### src/rtl/tdp_pkg.sv
// shared constants and types for the trial division prime test unit
package tdp_pkg;

  localparam int DATA_WIDTH = 32;
  localparam int CNT_W      = $clog2(DATA_WIDTH);

  typedef logic [DATA_WIDTH-1:0] tdp_word_t;

  typedef enum logic [5:0] {
    ST_IDLE     = 6'b000001,
    ST_CLASSIFY = 6'b000010,
    ST_TEST     = 6'b000100,
    ST_DIVIDE   = 6'b001000,
    ST_CHECK    = 6'b010000,
    ST_RESULT   = 6'b100000
  } tdp_state_t;

  typedef struct packed {
    logic load;       // take a new value and form its magnitude
    logic start_div;  // set up the divider for the current divisor
    logic step;       // one restoring division step
    logic advance;    // keep the quotient, move on to the next odd divisor
  } tdp_cmd_t;

  typedef struct packed {
    logic mag_le1;
    logic mag_le3;
    logic mag_even;
    logic div_gt_quo;
    logic div_last;
    logic rem_zero;
  } tdp_sts_t;

endpackage

### src/rtl/tdp_if.sv
// stream interfaces for the input values and the prime results
interface tdp_in_if;
  import tdp_pkg::*;
  logic      valid;
  logic      ready;
  tdp_word_t value;

  modport source (output valid, output value, input ready);
  modport sink   (input valid, input value, output ready);
endinterface

interface tdp_out_if;
  logic valid;
  logic ready;
  logic is_prime;

  modport source (output valid, output is_prime, input ready);
  modport sink   (input valid, input is_prime, output ready);
endinterface

### src/rtl/tdp_datapath.sv
// datapath: magnitude, odd divisor, quotient bound and restoring divider
module tdp_datapath (
  input  logic              clk,
  input  tdp_pkg::tdp_word_t in_value,
  input  tdp_pkg::tdp_cmd_t  cmd,
  output tdp_pkg::tdp_sts_t  sts
);
  import tdp_pkg::*;

  tdp_word_t         mag_r, mag_nxt;
  tdp_word_t         div_r, div_nxt;
  tdp_word_t         quo_r, quo_nxt;
  tdp_word_t         dvd_r, dvd_nxt;
  tdp_word_t         rem_r, rem_nxt;
  logic [CNT_W-1:0]  cnt_r, cnt_nxt;

  tdp_word_t         neg;
  tdp_word_t         mag_in;
  logic [DATA_WIDTH:0] trial;

  always_comb begin
    neg = tdp_word_t'(~in_value + 1'b1);
    // zero and the most negative value both map to zero, which is not prime
    if (neg == in_value) begin
      mag_in = '0;
    end else if (in_value[DATA_WIDTH-1]) begin
      mag_in = neg;
    end else begin
      mag_in = in_value;
    end
  end

  assign trial = {rem_r, dvd_r[DATA_WIDTH-1]} - {1'b0, div_r};

  always_comb begin
    mag_nxt = mag_r;
    div_nxt = div_r;
    quo_nxt = quo_r;
    dvd_nxt = dvd_r;
    rem_nxt = rem_r;
    cnt_nxt = cnt_r;
    if (cmd.load) begin
      mag_nxt = mag_in;
      div_nxt = tdp_word_t'(3);
      quo_nxt = mag_in;
    end
    if (cmd.start_div) begin
      rem_nxt = '0;
      dvd_nxt = mag_r;
      cnt_nxt = CNT_W'(DATA_WIDTH - 1);
    end
    if (cmd.step) begin
      // borrow clear means the divisor fits: quotient bit one
      if (!trial[DATA_WIDTH]) begin
        rem_nxt = trial[DATA_WIDTH-1:0];
        dvd_nxt = {dvd_r[DATA_WIDTH-2:0], 1'b1};
      end else begin
        rem_nxt = {rem_r[DATA_WIDTH-2:0], dvd_r[DATA_WIDTH-1]};
        dvd_nxt = {dvd_r[DATA_WIDTH-2:0], 1'b0};
      end
      cnt_nxt = cnt_r - 1'b1;
    end
    if (cmd.advance) begin
      quo_nxt = dvd_r;
      div_nxt = div_r + tdp_word_t'(2);
    end
  end

  always_ff @(posedge clk) begin
    mag_r <= mag_nxt;
    div_r <= div_nxt;
    quo_r <= quo_nxt;
    dvd_r <= dvd_nxt;
    rem_r <= rem_nxt;
    cnt_r <= cnt_nxt;
  end

  assign sts.mag_le1    = (mag_r <= tdp_word_t'(1));
  assign sts.mag_le3    = (mag_r <= tdp_word_t'(3));
  assign sts.mag_even   = ~mag_r[0];
  assign sts.div_gt_quo = (div_r > quo_r);
  assign sts.div_last   = (cnt_r == '0);
  assign sts.rem_zero   = (rem_r == '0);

endmodule

### src/rtl/tdp_ctrl.sv
// controller: sequences the trial divisions and holds the result register
module tdp_ctrl (
  input  logic              clk,
  input  logic              rst_n,
  input  logic              in_valid,
  output logic              in_ready,
  output logic              out_valid,
  input  logic              out_ready,
  output logic              out_is_prime,
  output tdp_pkg::tdp_cmd_t  cmd,
  input  tdp_pkg::tdp_sts_t  sts
);
  import tdp_pkg::*;

  tdp_state_t state_r, state_nxt;
  logic       res_r, res_nxt;
  logic       out_valid_r, out_valid_nxt;
  logic       is_prime_r, is_prime_nxt;

  assign in_ready     = (state_r == ST_IDLE);
  assign out_valid    = out_valid_r;
  assign out_is_prime = is_prime_r;

  always_comb begin
    state_nxt     = state_r;
    res_nxt       = res_r;
    out_valid_nxt = out_valid_r && !out_ready;
    is_prime_nxt  = is_prime_r;
    cmd           = '0;
    unique case (state_r)
      ST_IDLE: begin
        if (in_valid) begin
          cmd.load  = 1'b1;
          state_nxt = ST_CLASSIFY;
        end
      end
      ST_CLASSIFY: begin
        if (sts.mag_le1) begin
          res_nxt   = 1'b0;
          state_nxt = ST_RESULT;
        end else if (sts.mag_le3) begin
          res_nxt   = 1'b1;
          state_nxt = ST_RESULT;
        end else if (sts.mag_even) begin
          res_nxt   = 1'b0;
          state_nxt = ST_RESULT;
        end else begin
          state_nxt = ST_TEST;
        end
      end
      ST_TEST: begin
        // divisor past the last quotient: no factor left to find
        if (sts.div_gt_quo) begin
          res_nxt   = 1'b1;
          state_nxt = ST_RESULT;
        end else begin
          cmd.start_div = 1'b1;
          state_nxt     = ST_DIVIDE;
        end
      end
      ST_DIVIDE: begin
        cmd.step = 1'b1;
        if (sts.div_last) begin
          state_nxt = ST_CHECK;
        end
      end
      ST_CHECK: begin
        if (sts.rem_zero) begin
          res_nxt   = 1'b0;
          state_nxt = ST_RESULT;
        end else begin
          cmd.advance = 1'b1;
          state_nxt   = ST_TEST;
        end
      end
      ST_RESULT: begin
        // wait for the output register to be free
        if (!out_valid_r || out_ready) begin
          out_valid_nxt = 1'b1;
          is_prime_nxt  = res_r;
          state_nxt     = ST_IDLE;
        end
      end
      default: begin
        state_nxt = ST_IDLE;
      end
    endcase
  end

  always_ff @(posedge clk) begin
    if (!rst_n) begin
      state_r     <= ST_IDLE;
      out_valid_r <= 1'b0;
    end else begin
      state_r     <= state_nxt;
      out_valid_r <= out_valid_nxt;
    end
    res_r      <= res_nxt;
    is_prime_r <= is_prime_nxt;
  end

endmodule

### src/rtl/trial_division_prime_test_unit.sv
// top level of the trial division prime test unit
//
// in_if carries one signed value per transfer (valid/ready); out_if returns one
// is_prime bit per value, in the same order. The magnitude of the value is
// tested; zero and the most negative value give 0.
// One value is worked on at a time. After the input transfer the block
// classifies the magnitude; values up to 3 and even values go straight
// from the classify state to the result state and the output register.
// Odd values go through trial divisors 3, 5, 7 and so on, each costing
// one bound check, DATA_WIDTH steps of a one-bit-per-cycle restoring
// divider and one remainder check. A prime near 2^31 needs about 23170
// divisors; a value with a small factor finishes after few divisors.
// Most of the run time goes to the divider steps.
// The result sits in an output register, so a new value is accepted while
// the previous result waits for out_if.ready; if the receiver stalls with
// a result still pending, the next finished result waits in its final state.
// Synchronous active-low reset returns the controller to idle and empties
// the output register; no clearing pass is needed.
module trial_division_prime_test_unit (
  input logic        clk,
  input logic        rst_n,
  tdp_in_if.sink     in_if,
  tdp_out_if.source  out_if
);
  import tdp_pkg::*;

  tdp_cmd_t cmd;
  tdp_sts_t sts;

  tdp_ctrl u_ctrl (
    .clk          (clk),
    .rst_n        (rst_n),
    .in_valid     (in_if.valid),
    .in_ready     (in_if.ready),
    .out_valid    (out_if.valid),
    .out_ready    (out_if.ready),
    .out_is_prime (out_if.is_prime),
    .cmd          (cmd),
    .sts          (sts)
  );

  tdp_datapath u_datapath (
    .clk      (clk),
    .in_value (in_if.value),
    .cmd      (cmd),
    .sts      (sts)
  );

endmodule
### src/flat_wrapper.sv
// flat-port wrapper written by rule: the top's interface ports become plain ports
module trial_division_prime_test_unit_flat import tdp_pkg::*;
  (clk, rst_n, in_if_valid, in_if_value, in_if_ready, out_if_valid, out_if_is_prime, out_if_ready);
  tdp_in_if in_if_i ();
  tdp_out_if out_if_i ();
  input logic clk;
  input logic rst_n;
  input wire logic [$bits(in_if_i.valid)-1:0] in_if_valid;
  input wire logic [$bits(in_if_i.value)-1:0] in_if_value;
  output wire logic [$bits(in_if_i.ready)-1:0] in_if_ready;
  output wire logic [$bits(out_if_i.valid)-1:0] out_if_valid;
  output wire logic [$bits(out_if_i.is_prime)-1:0] out_if_is_prime;
  input wire logic [$bits(out_if_i.ready)-1:0] out_if_ready;
  assign in_if_i.valid = in_if_valid;
  assign in_if_i.value = in_if_value;
  assign in_if_ready = in_if_i.ready;
  assign out_if_valid = out_if_i.valid;
  assign out_if_is_prime = out_if_i.is_prime;
  assign out_if_i.ready = out_if_ready;
  trial_division_prime_test_unit u_core (.clk(clk), .rst_n(rst_n), .in_if(in_if_i), .out_if(out_if_i));
endmodule
### config.mk
export PLATFORM = sky130hd
export DESIGN_NAME = trial_division_prime_test_unit_flat
export DESIGN_NICKNAME = d
export VERILOG_FILES = /design/src/rtl/tdp_pkg.sv /design/src/rtl/tdp_if.sv /design/src/rtl/tdp_datapath.sv /design/src/rtl/tdp_ctrl.sv /design/src/rtl/trial_division_prime_test_unit.sv /design/src/flat_wrapper.sv
export SDC_FILE = /design/constraint.sdc
export NUM_CORES = 1
export LEC_CHECK = 0
export BUFFER_PORTS_ARGS = -buffer_cell sky130_fd_sc_hd__buf_2
export CAP_MARGIN = 20
export CORE_MARGIN = 3
export CORE_UTILIZATION = 60
export CTS_CLUSTER_SIZE = 30
export DETAILED_ROUTE_END_ITERATION = 10
export GPL_TIMING_DRIVEN = 0
export PLACE_DENSITY = 0.78
export REMOVE_ABC_BUFFERS = 1
export SLEW_MARGIN = 20
export SYNTH_ARGS = -nofsm -noshare
export SYNTH_HDL_FRONTEND = slang
export SYNTH_HIERARCHICAL = 1
export SYNTH_SLANG_ARGS = --single-unit
export TNS_END_PERCENT = 1
### constraint.sdc
create_clock -name clk -period 5.3 [get_ports clk]
set_clock_uncertainty 0.15 [all_clocks]
set_input_delay 0.53 -clock clk [delete_from_list [all_inputs] [get_ports clk]]
set_output_delay 0.53 -clock clk [all_outputs]
set_load 0.005 [all_outputs]
==> results_dict.tcl, run 1 <==
set metrics [dict create \
    outcome "finished clean" \
    gr-total-overflow 0 \
    layout_min_cycle_time_ps 4110 \
    synthTopCellsByCount "edfxtp_1 (166), nand2_1 (85), inv_1 (77), xnor2_1 (71)" \
    io-pin-count 39 \
    ys.flop_type "edfxtp_1" \
    syn2layout_area_growth_pct 10.4 \
    final_cells 1302 \
    rows 48 \
    slew-limit-headroom 0.394 \
    peakVddDrop_v 0.000242 \
    clk_latency_ps 430 \
    antenna_cells 0 \
    hold_slack_ps 139 \
    synth_xor_area_frac 0.0647 \
    dpl-instance-area_sq_um 11400 \
    via_per_inst 5.99 \
    startpoint_type "flip-flop" \
    synth_top_area_share 0.460 \
    die_y_um 140 \
    htree_num_levels 4 \
    rsz0062_at_grt "false" \
    clk_path_buf_depth 2 \
    antenna_found_initial 0 \
    syn-cell-area_sq_um 10800 \
    wl_per_cell_um 16.6 \
    netlist-cell-type-count 66 \
    grtUsageTotal 0.229 \
    synth_warnings 6 \
    hold_buffers 0 \
    grt_pass1_vias 7485 \
    synthCells 1026 \
    finalSetupTns_ps 0 \
    clk_pin_slew_ps 70 \
    rrSetupSlack_ps 1190 \
    core_area_sq_um 17500 \
    synth-compound-area-share 0.112 \
    setup_viol 0 \
    ant_nets 0 \
    hp-class "input pin to flip-flop" \
    r2r-end "u_core/u_datapath/rem_r[24]" \
    yosys.area_share.adder 0.0781 \
    r2r-start "u_core/u_datapath/div_r[5]" \
    postSynthAreaPerCell_sq_um 10.6 \
    critical_path.max_fanout 9 \
    max-cap-violations 0 \
    drive_gt1_frac 0.159 \
    die_area_sq_um 19700 \
    end_kind "flip-flop" \
    drc_errors 0 \
    drtIter0Drc 580 \
    netlist_top_cells_area "edfxtp_1 (46%), ha_1 (7.6%), mux2_2 (6.6%)" \
    synth_top_family_by_area "simple AND/OR/NAND/NOR gates" \
    p_per_area_nw_per_um2 273 \
    fin_crit_sh 0.776 \
    critPathCapture "u_core/u_datapath/rem_r[24]" \
    finalHoldViolCount 0 \
    cts_tree "built" \
    synth_most_common_cell "edfxtp_1" \
    nets 1167 \
    reg2reg_depth 12 \
    cts_made_buffers 17 \
    maxSlewViolCount 0 \
    grt_pass1_wl_um 36600 \
    routed_wl_um 21600 \
    drtPass1Iterations 7 \
    yosysSeqAreaShare 0.473 \
    cts_setup_buffers 0 \
    portBuffers 38 \
    fmax_mhz 243 \
    muxShareOfSynthArea 0.0664 \
    async_flop_share 0 \
    synth_edf_count 166 \
    fp.dieW_um 140 \
    grt_max_degree 68 \
    final_cell_area_sq_um 12000 \
    cts.sinks 173 \
    crit_required_ps 5340 \
    ctsRootBufferMaster "clkbuf_16" \
    worstPathArrival_ps 4150 \
    yosys_register_bits 173 \
    path_class "flip-flop to flip-flop" \
    dp_hpwl_um 15700 \
    cellLeakagePower_nw 4.66 \
    num_vias 7794 \
    yosysTopAreaCell "edfxtp_1" \
    tightest_slew_ps 906 \
    crit_start "u_core/u_datapath/div_r[5]" \
    yosys.area_share.simple 0.167 \
    initial_core_util 0.620 \
    cts.repair.resized 0 \
    gpl.final_weighted_congestion 0.919 \
    place_inst 1270 \
]
[final cells by class]
type	instances	area, sq um
clock buffer	18	429
clock inverter	14	170
fill	1267	5520
inverter	77	292
multi-input combinational	742	5310
sequential	173	5120
tap	225	282
timing repair buffer	53	355
[flip-flops by register name, summed over array words and instances (netlist names)]
name / count
u_core/u_ctrl/res_r: 1
u_core/u_datapath/div_r: 31
u_core/u_ctrl/state_r: 6
u_core/u_ctrl/out_valid: 1
u_core/u_datapath/rem_r: 32
u_core/u_datapath/cnt_r: 5
u_core/u_datapath/quo_r: 32
u_core/u_datapath/dvd_r: 32
u_core/u_datapath/mag_r: 32
u_core/u_ctrl/out_is_prime: 1
[power breakdown]
part / internal (mW) / total, mW / switching (mW)
clock: 0.714 / 1.27 / 0.558
sequential: 1.59 / 1.63 / 0.0472
combinational: 0.161 / 0.364 / 0.203
[layer usage]
metal,global-route usage,vias up,wire [um]
met1,0.318,3661,9930
met2,0.363,226,10000
met4,0.0964,0,673
li1,-,3857,-
met5,0,-,0
met3,0.0348,50,969
[cells by family after synthesis]
| logic type | Yosys count |
|---|---|
| XOR/XNOR | 80 |
| adder cells (fa/ha/maj) | 67 |
| multiplexers | 64 |
| AO/OA/AOI/OAI | 193 |
| buffers and inverters | 111 |
| AND/OR/NAND/NOR | 338 |
| flip-flops | 173 |
[critical path: stages, from the launching register on]
cell	delay, ps
edfxtp_1	460
inv_1	110
ha_1	370
a21o_1	230
a211o_1	260
o21bai_1	340
a211oi_1	210
o21ai_1	220
nand3_1	100
a21oi_1	310
xor2_1	760
nor2_1	110
a31o_2	240
[through the flow]
step / setup slack (ps) / power, mW / util
floorplan: -1830 / 1.91 / -
global placement: -5150 / 2.00 / 0.639
detailed placement: 784 / 2.02 / 0.650
CTS: 1240 / 3.29 / 0.684
global route: 981 / 3.40 / 0.684
finish: 1190 / 3.27 / 0.684
[placed cells by master (no fill, tap or decap), types with 21 or more instances in the layout]
cell type  instances
a21oi_1           42
inv_1             76
edfxtp_1         166
nand3_1           40
buf_2             44
nor3_1            23
ha_1              66
xnor2_1           70
o21ai_0           66
nor4_1            21
mux2_2            63
nand2_1           85
and2_1            30
nand4_1           24
nor2_1            40
[how the worst min path moves through the flow]
stage / start / to / slack (ps) / depth (start not counted)
after floorplan: u_core/u_ctrl/res_r / u_core/u_ctrl/out_is_prime / 250 / 0
after CTS: in_if_value[0] / u_core/u_datapath/mag_r[0] / 120 / 1
after detailed placement: u_core/u_ctrl/res_r / u_core/u_ctrl/out_is_prime / 270 / 0
final: in_if_value[0] / u_core/u_datapath/mag_r[0] / 140 / 1
after global placement: u_core/u_ctrl/res_r / u_core/u_ctrl/out_is_prime / 270 / 0
after global routing: in_if_value[0] / u_core/u_datapath/mag_r[0] / 130 / 1
Note: power is estimated with default switching activity, not from simulation.
==> run 2: changes to the inputs <==
Clock period 5.3 ns to 4 ns, I/O delays scaled along.
==> run 2 against run 1 <==
Against the previous run:
- register-to-register slack worse by 1000 ps
- sequential power up 33%
- combinational power up 33%
- routed wire length about the same
- largest cell class unchanged
- highest routed layer unchanged
==> results_dict.tcl, run 2 (synthesis gave the netlist of run 1 again) <==
set metrics [dict create \
    outcome "finished clean" \
    cts_made_buffers 17 \
    min_from "rst_n" \
    drtPass1Iterations 5 \
    antenna_cells 0 \
    holdPathEnd "u_core/u_ctrl/state_r[0]" \
    rrSetupSlack_ps 180 \
    cpLargestDelayFamily "simple AND/OR/NAND/NOR gates" \
    fin_crit_sh 0.957 \
    max-cap-violations 0 \
    rsz0062_at_grt "true" \
    grt_max_degree 68 \
    r2r-start "u_core/u_datapath/div_r[5]" \
    path_class "input pin to flip-flop" \
    wl_per_cell_um 16.6 \
    crit_chain "buf_2 -> or4_4 -> nor3_4 -> nand3_2 -> or3_4 -> nor3_4 -> nand3_2 -> nor3b_2 -> ha_1 -> xnor2_1 -> or4_1 -> or3_1 -> nand3_1 -> o21ai_2 -> mux2_2" \
    clk_latency_ps 430 \
    initial_core_util 0.620 \
    p_per_area_nw_per_um2 361 \
    nets 1170 \
    cts_tree "built" \
    slowest_stage "or4_4" \
    grt_pass1_wl_um 36600 \
    cellLeakagePower_nw 4.68 \
    ctsRootBufferMaster "clkbuf_16" \
    layout.cells.most_common "edfxtp_1" \
    io-pin-count 39 \
    fp.dieW_um 140 \
    clk_pin_slew_ps 70 \
    layout_common_cells "edfxtp_1 (166), nand2_1 (85), inv_1 (76)" \
    dp_hpwl_um 15700 \
    peakVddDrop_v 0.000322 \
    drive_gt1_frac 0.165 \
    setup_viol 0 \
    reg2reg_depth 12 \
    worstPathArrival_ps 3860 \
    grt_pass1_vias 7490 \
    slew-limit-headroom 0.431 \
    hold_slack_ps 71.0 \
    final_cell_area_sq_um 12000 \
    layout_min_cycle_time_ps 3830 \
    die_y_um 140 \
    end_kind "flip-flop" \
    worst-path-buf-inv 1 \
    finalHoldViolCount 0 \
    num_vias 7826 \
    dpl-instance-area_sq_um 11400 \
    via_per_inst 6.00 \
    hp-class "input pin to flip-flop" \
    max_stage_delay_ps 550 \
    htree_num_levels 4 \
    core_area_sq_um 17500 \
    n_fill_cell 1257 \
    drc_errors 0 \
    fmax_mhz 261 \
    syn2layout_area_growth_pct 11.0 \
    drtIter0Drc 591 \
    grtUsageTotal 0.230 \
    gpl.final_weighted_congestion 0.919 \
    tightest_slew_ps 854 \
    holdPathStages 2 \
    maxSlewViolCount 0 \
    ant_nets 0 \
    portBuffers 38 \
    cts.sinks 173 \
    cp.depth 15 \
    r2r-end "u_core/u_datapath/rem_r[24]" \
    critical_path.max_fanout 4 \
    antenna_found_initial 0 \
    crit_required_ps 4030 \
    clk_path_buf_depth 2 \
    startpoint_type "input pin" \
    die_area_sq_um 19700 \
    rows 48 \
    gr-total-overflow 0 \
    routed_wl_um 21600 \
]
[run 2: worst max-delay path by stage]
stage / start / endpoint / slack [ps]
after floorplan: u_core/u_ctrl/state_r[0] / u_core/u_datapath/div_r[10] / -3130
after global placement: u_core/u_ctrl/state_r[4] / u_core/u_datapath/div_r[29] / -6450
after detailed placement: in_if_value[12] / u_core/u_datapath/quo_r[30] / -390
after CTS: in_if_value[12] / u_core/u_datapath/quo_r[30] / 70
after global routing: in_if_value[12] / u_core/u_datapath/quo_r[30] / -40
final: in_if_value[10] / u_core/u_datapath/quo_r[30] / 170
[run 2: through the flow]
| stage | utilization | TNS (ps) | total power, mW | setup WS, ps | instances |
|---|---|---|---|---|---|
| after floorplan | - | -353100 | 2.53 | -3130 | 992 |
| after global placement | 0.639 | -904770 | 2.66 | -6450 | 1255 |
| after detailed placement | 0.650 | -923 | 2.68 | -386 | 1270 |
| after CTS | 0.685 | 0 | 4.36 | 72.6 | 1303 |
| after global routing | 0.688 | -57.7 | 4.51 | -39.6 | 1305 |
| final | 0.688 | 0 | 4.33 | 171 | 1305 |
[run 2: cell type report]
cell class	count	area, sq um	share of cell area
Multi-Input combinational cell	742	5340	0.444
Inverter	77	292	0.0243
Clock buffer	18	429	0.0357
Clock inverter	14	170	0.0142
Tap cell	225	282	0.0234
Sequential cell	173	5120	0.426
Timing Repair Buffer	56	380	0.0317
[run 2: power by group]
| group | internal, mW | switching, mW |
|---|---|---|
| logic | 0.214 | 0.270 |
| clock network | 0.945 | 0.739 |
| registers | 2.10 | 0.0622 |
| total | 3.26 | 1.07 |
[run 2: worst register-to-register path, cell delays in order, from the launching register on]
cell	delay (ps)
edfxtp_1	450
inv_1	110
ha_1	370
a21o_1	230
a211o_1	260
o21bai_1	370
a211oi_2	190
o21ai_1	220
nand3_1	120
a21oi_2	280
xor2_2	490
nor2_1	100
a31o_2	220
[run 2: what timing repair did]
item                                   4_1_cts  5_1_grt
gates resized for setup                      1        7
endpoints found under the hold margin        1        0
hold buffers                                 1        0
setup buffers                                0        2
pin swaps                                    0        1
setup endpoints to repair                    1       49
[run 2: metal layers]
layer | GRT usage | vias to the layer above | share of wire
li1 | - | 3870 | -
met1 | 0.319 | 3684 | 0.46
met2 | 0.363 | 221 | 0.47
met3 | 0.0348 | 51 | 0.044
met4 | 0.0964 | 0 | 0.031
met5 | 0 | - | 0
==> run 3: changes to the inputs <==
Settings changed: BUFFER_PORTS_ARGS -buffer_cell sky130_fd_sc_hd__buf_2 to unset, CTS_CLUSTER_DIAMETER set to 40, DONT_BUFFER_PORTS set to 1, PLACE_DENSITY 0.78 to 0.76, SYNTH_HIERARCHICAL 1 to unset.
==> run 3 against run 2 <==
Against the previous run:
- sequential power barely moved
- count of clock-buffer cells in the layout unchanged
- fmax up 0.87%
- sequential share of layout area rose by 0.98 points
- die area down 1.1%
- combinational power down 8.3%
==> results_dict.tcl, run 3 <==
set metrics [dict create \
    outcome "finished clean" \
    p_per_area_nw_per_um2 358 \
    dp_hpwl_um 16700 \
    async_flop_share 0 \
    fin_crit_sh 0.949 \
    core_area_sq_um 17400 \
    setup_slack_ps 203 \
    reg2reg_depth 11 \
    drtPass1Iterations 5 \
    layout_common_cells "edfxtp_1 (166), nand2_1 (146), inv_1 (76)" \
    wl_per_cell_um 18.3 \
    synthTopCellsByCount "edfxtp_1 (166), nand2_1 (147), a21oi_1 (76), inv_1 (76), xnor2_1 (70)" \
    r2r-end "u_core.u_datapath.rem_r[8]" \
    yosys_register_bits 173 \
    htree_num_levels 4 \
    yosysTopAreaCell "edfxtp_1" \
    netlist-cell-type-count 60 \
    ctsRootBufferMaster "clkbuf_16" \
    fmax_mhz 263 \
    synth_most_common_cell "edfxtp_1" \
    syn2layout_area_growth_pct 9.71 \
    ant_nets 0 \
    critPathCapture "u_core.u_datapath.rem_r[8]" \
    drtIter0Drc 620 \
    fp.dieW_um 140 \
    routed_wl_um 23900 \
    rsz0062_at_grt "false" \
    setup_viol 0 \
    netlist_top_cells_area "edfxtp_1 (47%), ha_1 (7.7%), xnor2_1 (5.7%)" \
    rows 48 \
    hold_slack_ps 48.2 \
    num_vias 8030 \
    die_area_sq_um 19500 \
    syn-cell-area_sq_um 10700 \
    clk_path_buf_depth 2 \
    portBuffers 0 \
    cts.sinks 173 \
    synth_edf_count 166 \
    peakVddDrop_v 0.000314 \
    synth_warnings 0 \
    postSynthAreaPerCell_sq_um 9.95 \
    final_cells 1308 \
    gr-total-overflow 0 \
    path_class "flip-flop to flip-flop" \
    finalHoldViolCount 0 \
    grt_pass1_wl_um 38800 \
    startpoint_type "flip-flop" \
    finalSetupTns_ps 0 \
    clk_latency_ps 430 \
    layout_min_cycle_time_ps 3800 \
    hp-class "input pin to flip-flop" \
    pre_cts_ws_ps -550 \
    yosysSeqAreaShare 0.479 \
    maxSlewViolCount 0 \
    rrSetupSlack_ps 200 \
    layout.cells.most_common "edfxtp_1" \
    crit_start "u_core.u_datapath.div_r[18]" \
    grtUsageTotal 0.246 \
    grt_max_degree 45 \
    clk_pin_slew_ps 80 \
    slew-limit-headroom 0.512 \
    initial_core_util 0.617 \
    cts_tree "built" \
    nets 1173 \
    via_per_inst 6.14 \
    ys.flop_type "edfxtp_1" \
    io-pin-count 39 \
    die_y_um 140 \
    crit_required_ps 4070 \
    synthCells 1076 \
    worstPathArrival_ps 3870 \
    final_cell_area_sq_um 11700 \
    drive_gt1_frac 0.0896 \
    cts_made_buffers 17 \
    end_kind "flip-flop" \
    place_inst 1268 \
    r2r-start "u_core.u_datapath.div_r[18]" \
    antenna_cells 0 \
    max-cap-violations 0 \
    drc_errors 0 \
    cellLeakagePower_nw 4.63 \
    tightest_slew_ps 730 \
    gpl.final_weighted_congestion 0.888 \
    dpl-instance-area_sq_um 11000 \
    antenna_found_initial 0 \
    grt_pass1_vias 7860 \
    critical_path.max_fanout 16 \
    synth_top_area_share 0.466 \
]
[run 3: cell types whose count changed after synthesis, moves of 4 or more]
cell / change
mux2_2: -33
nand2_1: +62
clkbuf_1: +10
nand3_1: +10
a21o_1: +9
a21boi_0: -4
a21oi_1: +34
nor2b_1: -6
nor3_1: -5
nor2_1: +22
xor2_1: +10
or3_1: -5
and2_1: -28
nand2b_1: -6
[run 3: layout make-up]
type / instances / area, sq um
clock buffer: 18 / 429
clock inverter: 14 / 148
fill: 1263 / 5610
inverter: 76 / 285
multi-input combinational: 788 / 5260
sequential: 173 / 5120
tap: 225 / 282
timing repair buffer: 14 / 221
[run 3: power by group]
group | switching (mW) | leakage, nW | total [mW] | internal, mW
clock network | 0.774 | 0.276 | 1.61 | 0.833
logic | 0.260 | 2.66 | 0.444 | 0.184
registers | 0.0567 | 1.70 | 2.15 | 2.10
[run 3: cell families (layout without fill, tap and decap cells)]
kind of cell,Yosys count,after routing,share of synthesized area
AOI/OAI and AO/OA,225,227,0.127
xor gates and xnor gates,89,89,0.0728
adders and majority gates,67,67,0.0790
buffers and inverters,118,122,0.0415
DFF,173,173,0.479
muxes,33,33,0.0353
and+or+nand+nor,371,372,0.166
[run 3: per-stage QoR]
stage / utilization / power [mW]
floorplan: - / 2.50
global placement: 0.624 / 2.59
detailed placement: 0.636 / 2.62
CTS: 0.674 / 4.21
global route: 0.677 / 4.36
finish: 0.677 / 4.21
[run 3: routing by layer]
layer  part of all wire  up-vias  routed length (um)  global-route usage
li1                   -     3897                   -                   -
met2               0.48      307               11400               0.410
met4              0.027        0                 651              0.0943
met3              0.058       48                1390              0.0347
met1               0.44     3778               10500               0.328
met5                  0        -                   0                   0
[run 3: timing repair]
action	CTS	global route
pin swaps	2	2
gates cloned	2	1
gates resized for setup	7	3
hold endpoints to repair	8	0
setup buffers	1	1
hold buffers	3	0
setup endpoints to repair	33	35
[run 3: worst max-delay path: stages, from the launching register on]
cell       delay [ps]
edfxtp_1          430
inv_1             110
ha_1              410
nand4_1           220
nor3_1            330
o211ai_1          230
a31oi_1           380
o2111ai_2         200
nand3_4           190
a21o_4            310
nand2_1           240
o41ai_1           390
[run 3: how the worst min path moves through the flow]
stage	start	to	slack [ps]	depth (start not counted)
global placement	u_core.u_ctrl.res_r	u_core.u_ctrl.out_is_prime	260	0
floorplan	u_core.u_ctrl.res_r	u_core.u_ctrl.out_is_prime	250	0
CTS	in_if_valid	u_core.u_ctrl.state_r[0]	10	3
global route	in_if_valid	u_core.u_ctrl.state_r[0]	40	3
detailed placement	u_core.u_ctrl.res_r	u_core.u_ctrl.out_is_prime	270	0
finish	in_if_value[10]	u_core.u_datapath.mag_r[10]	50	1
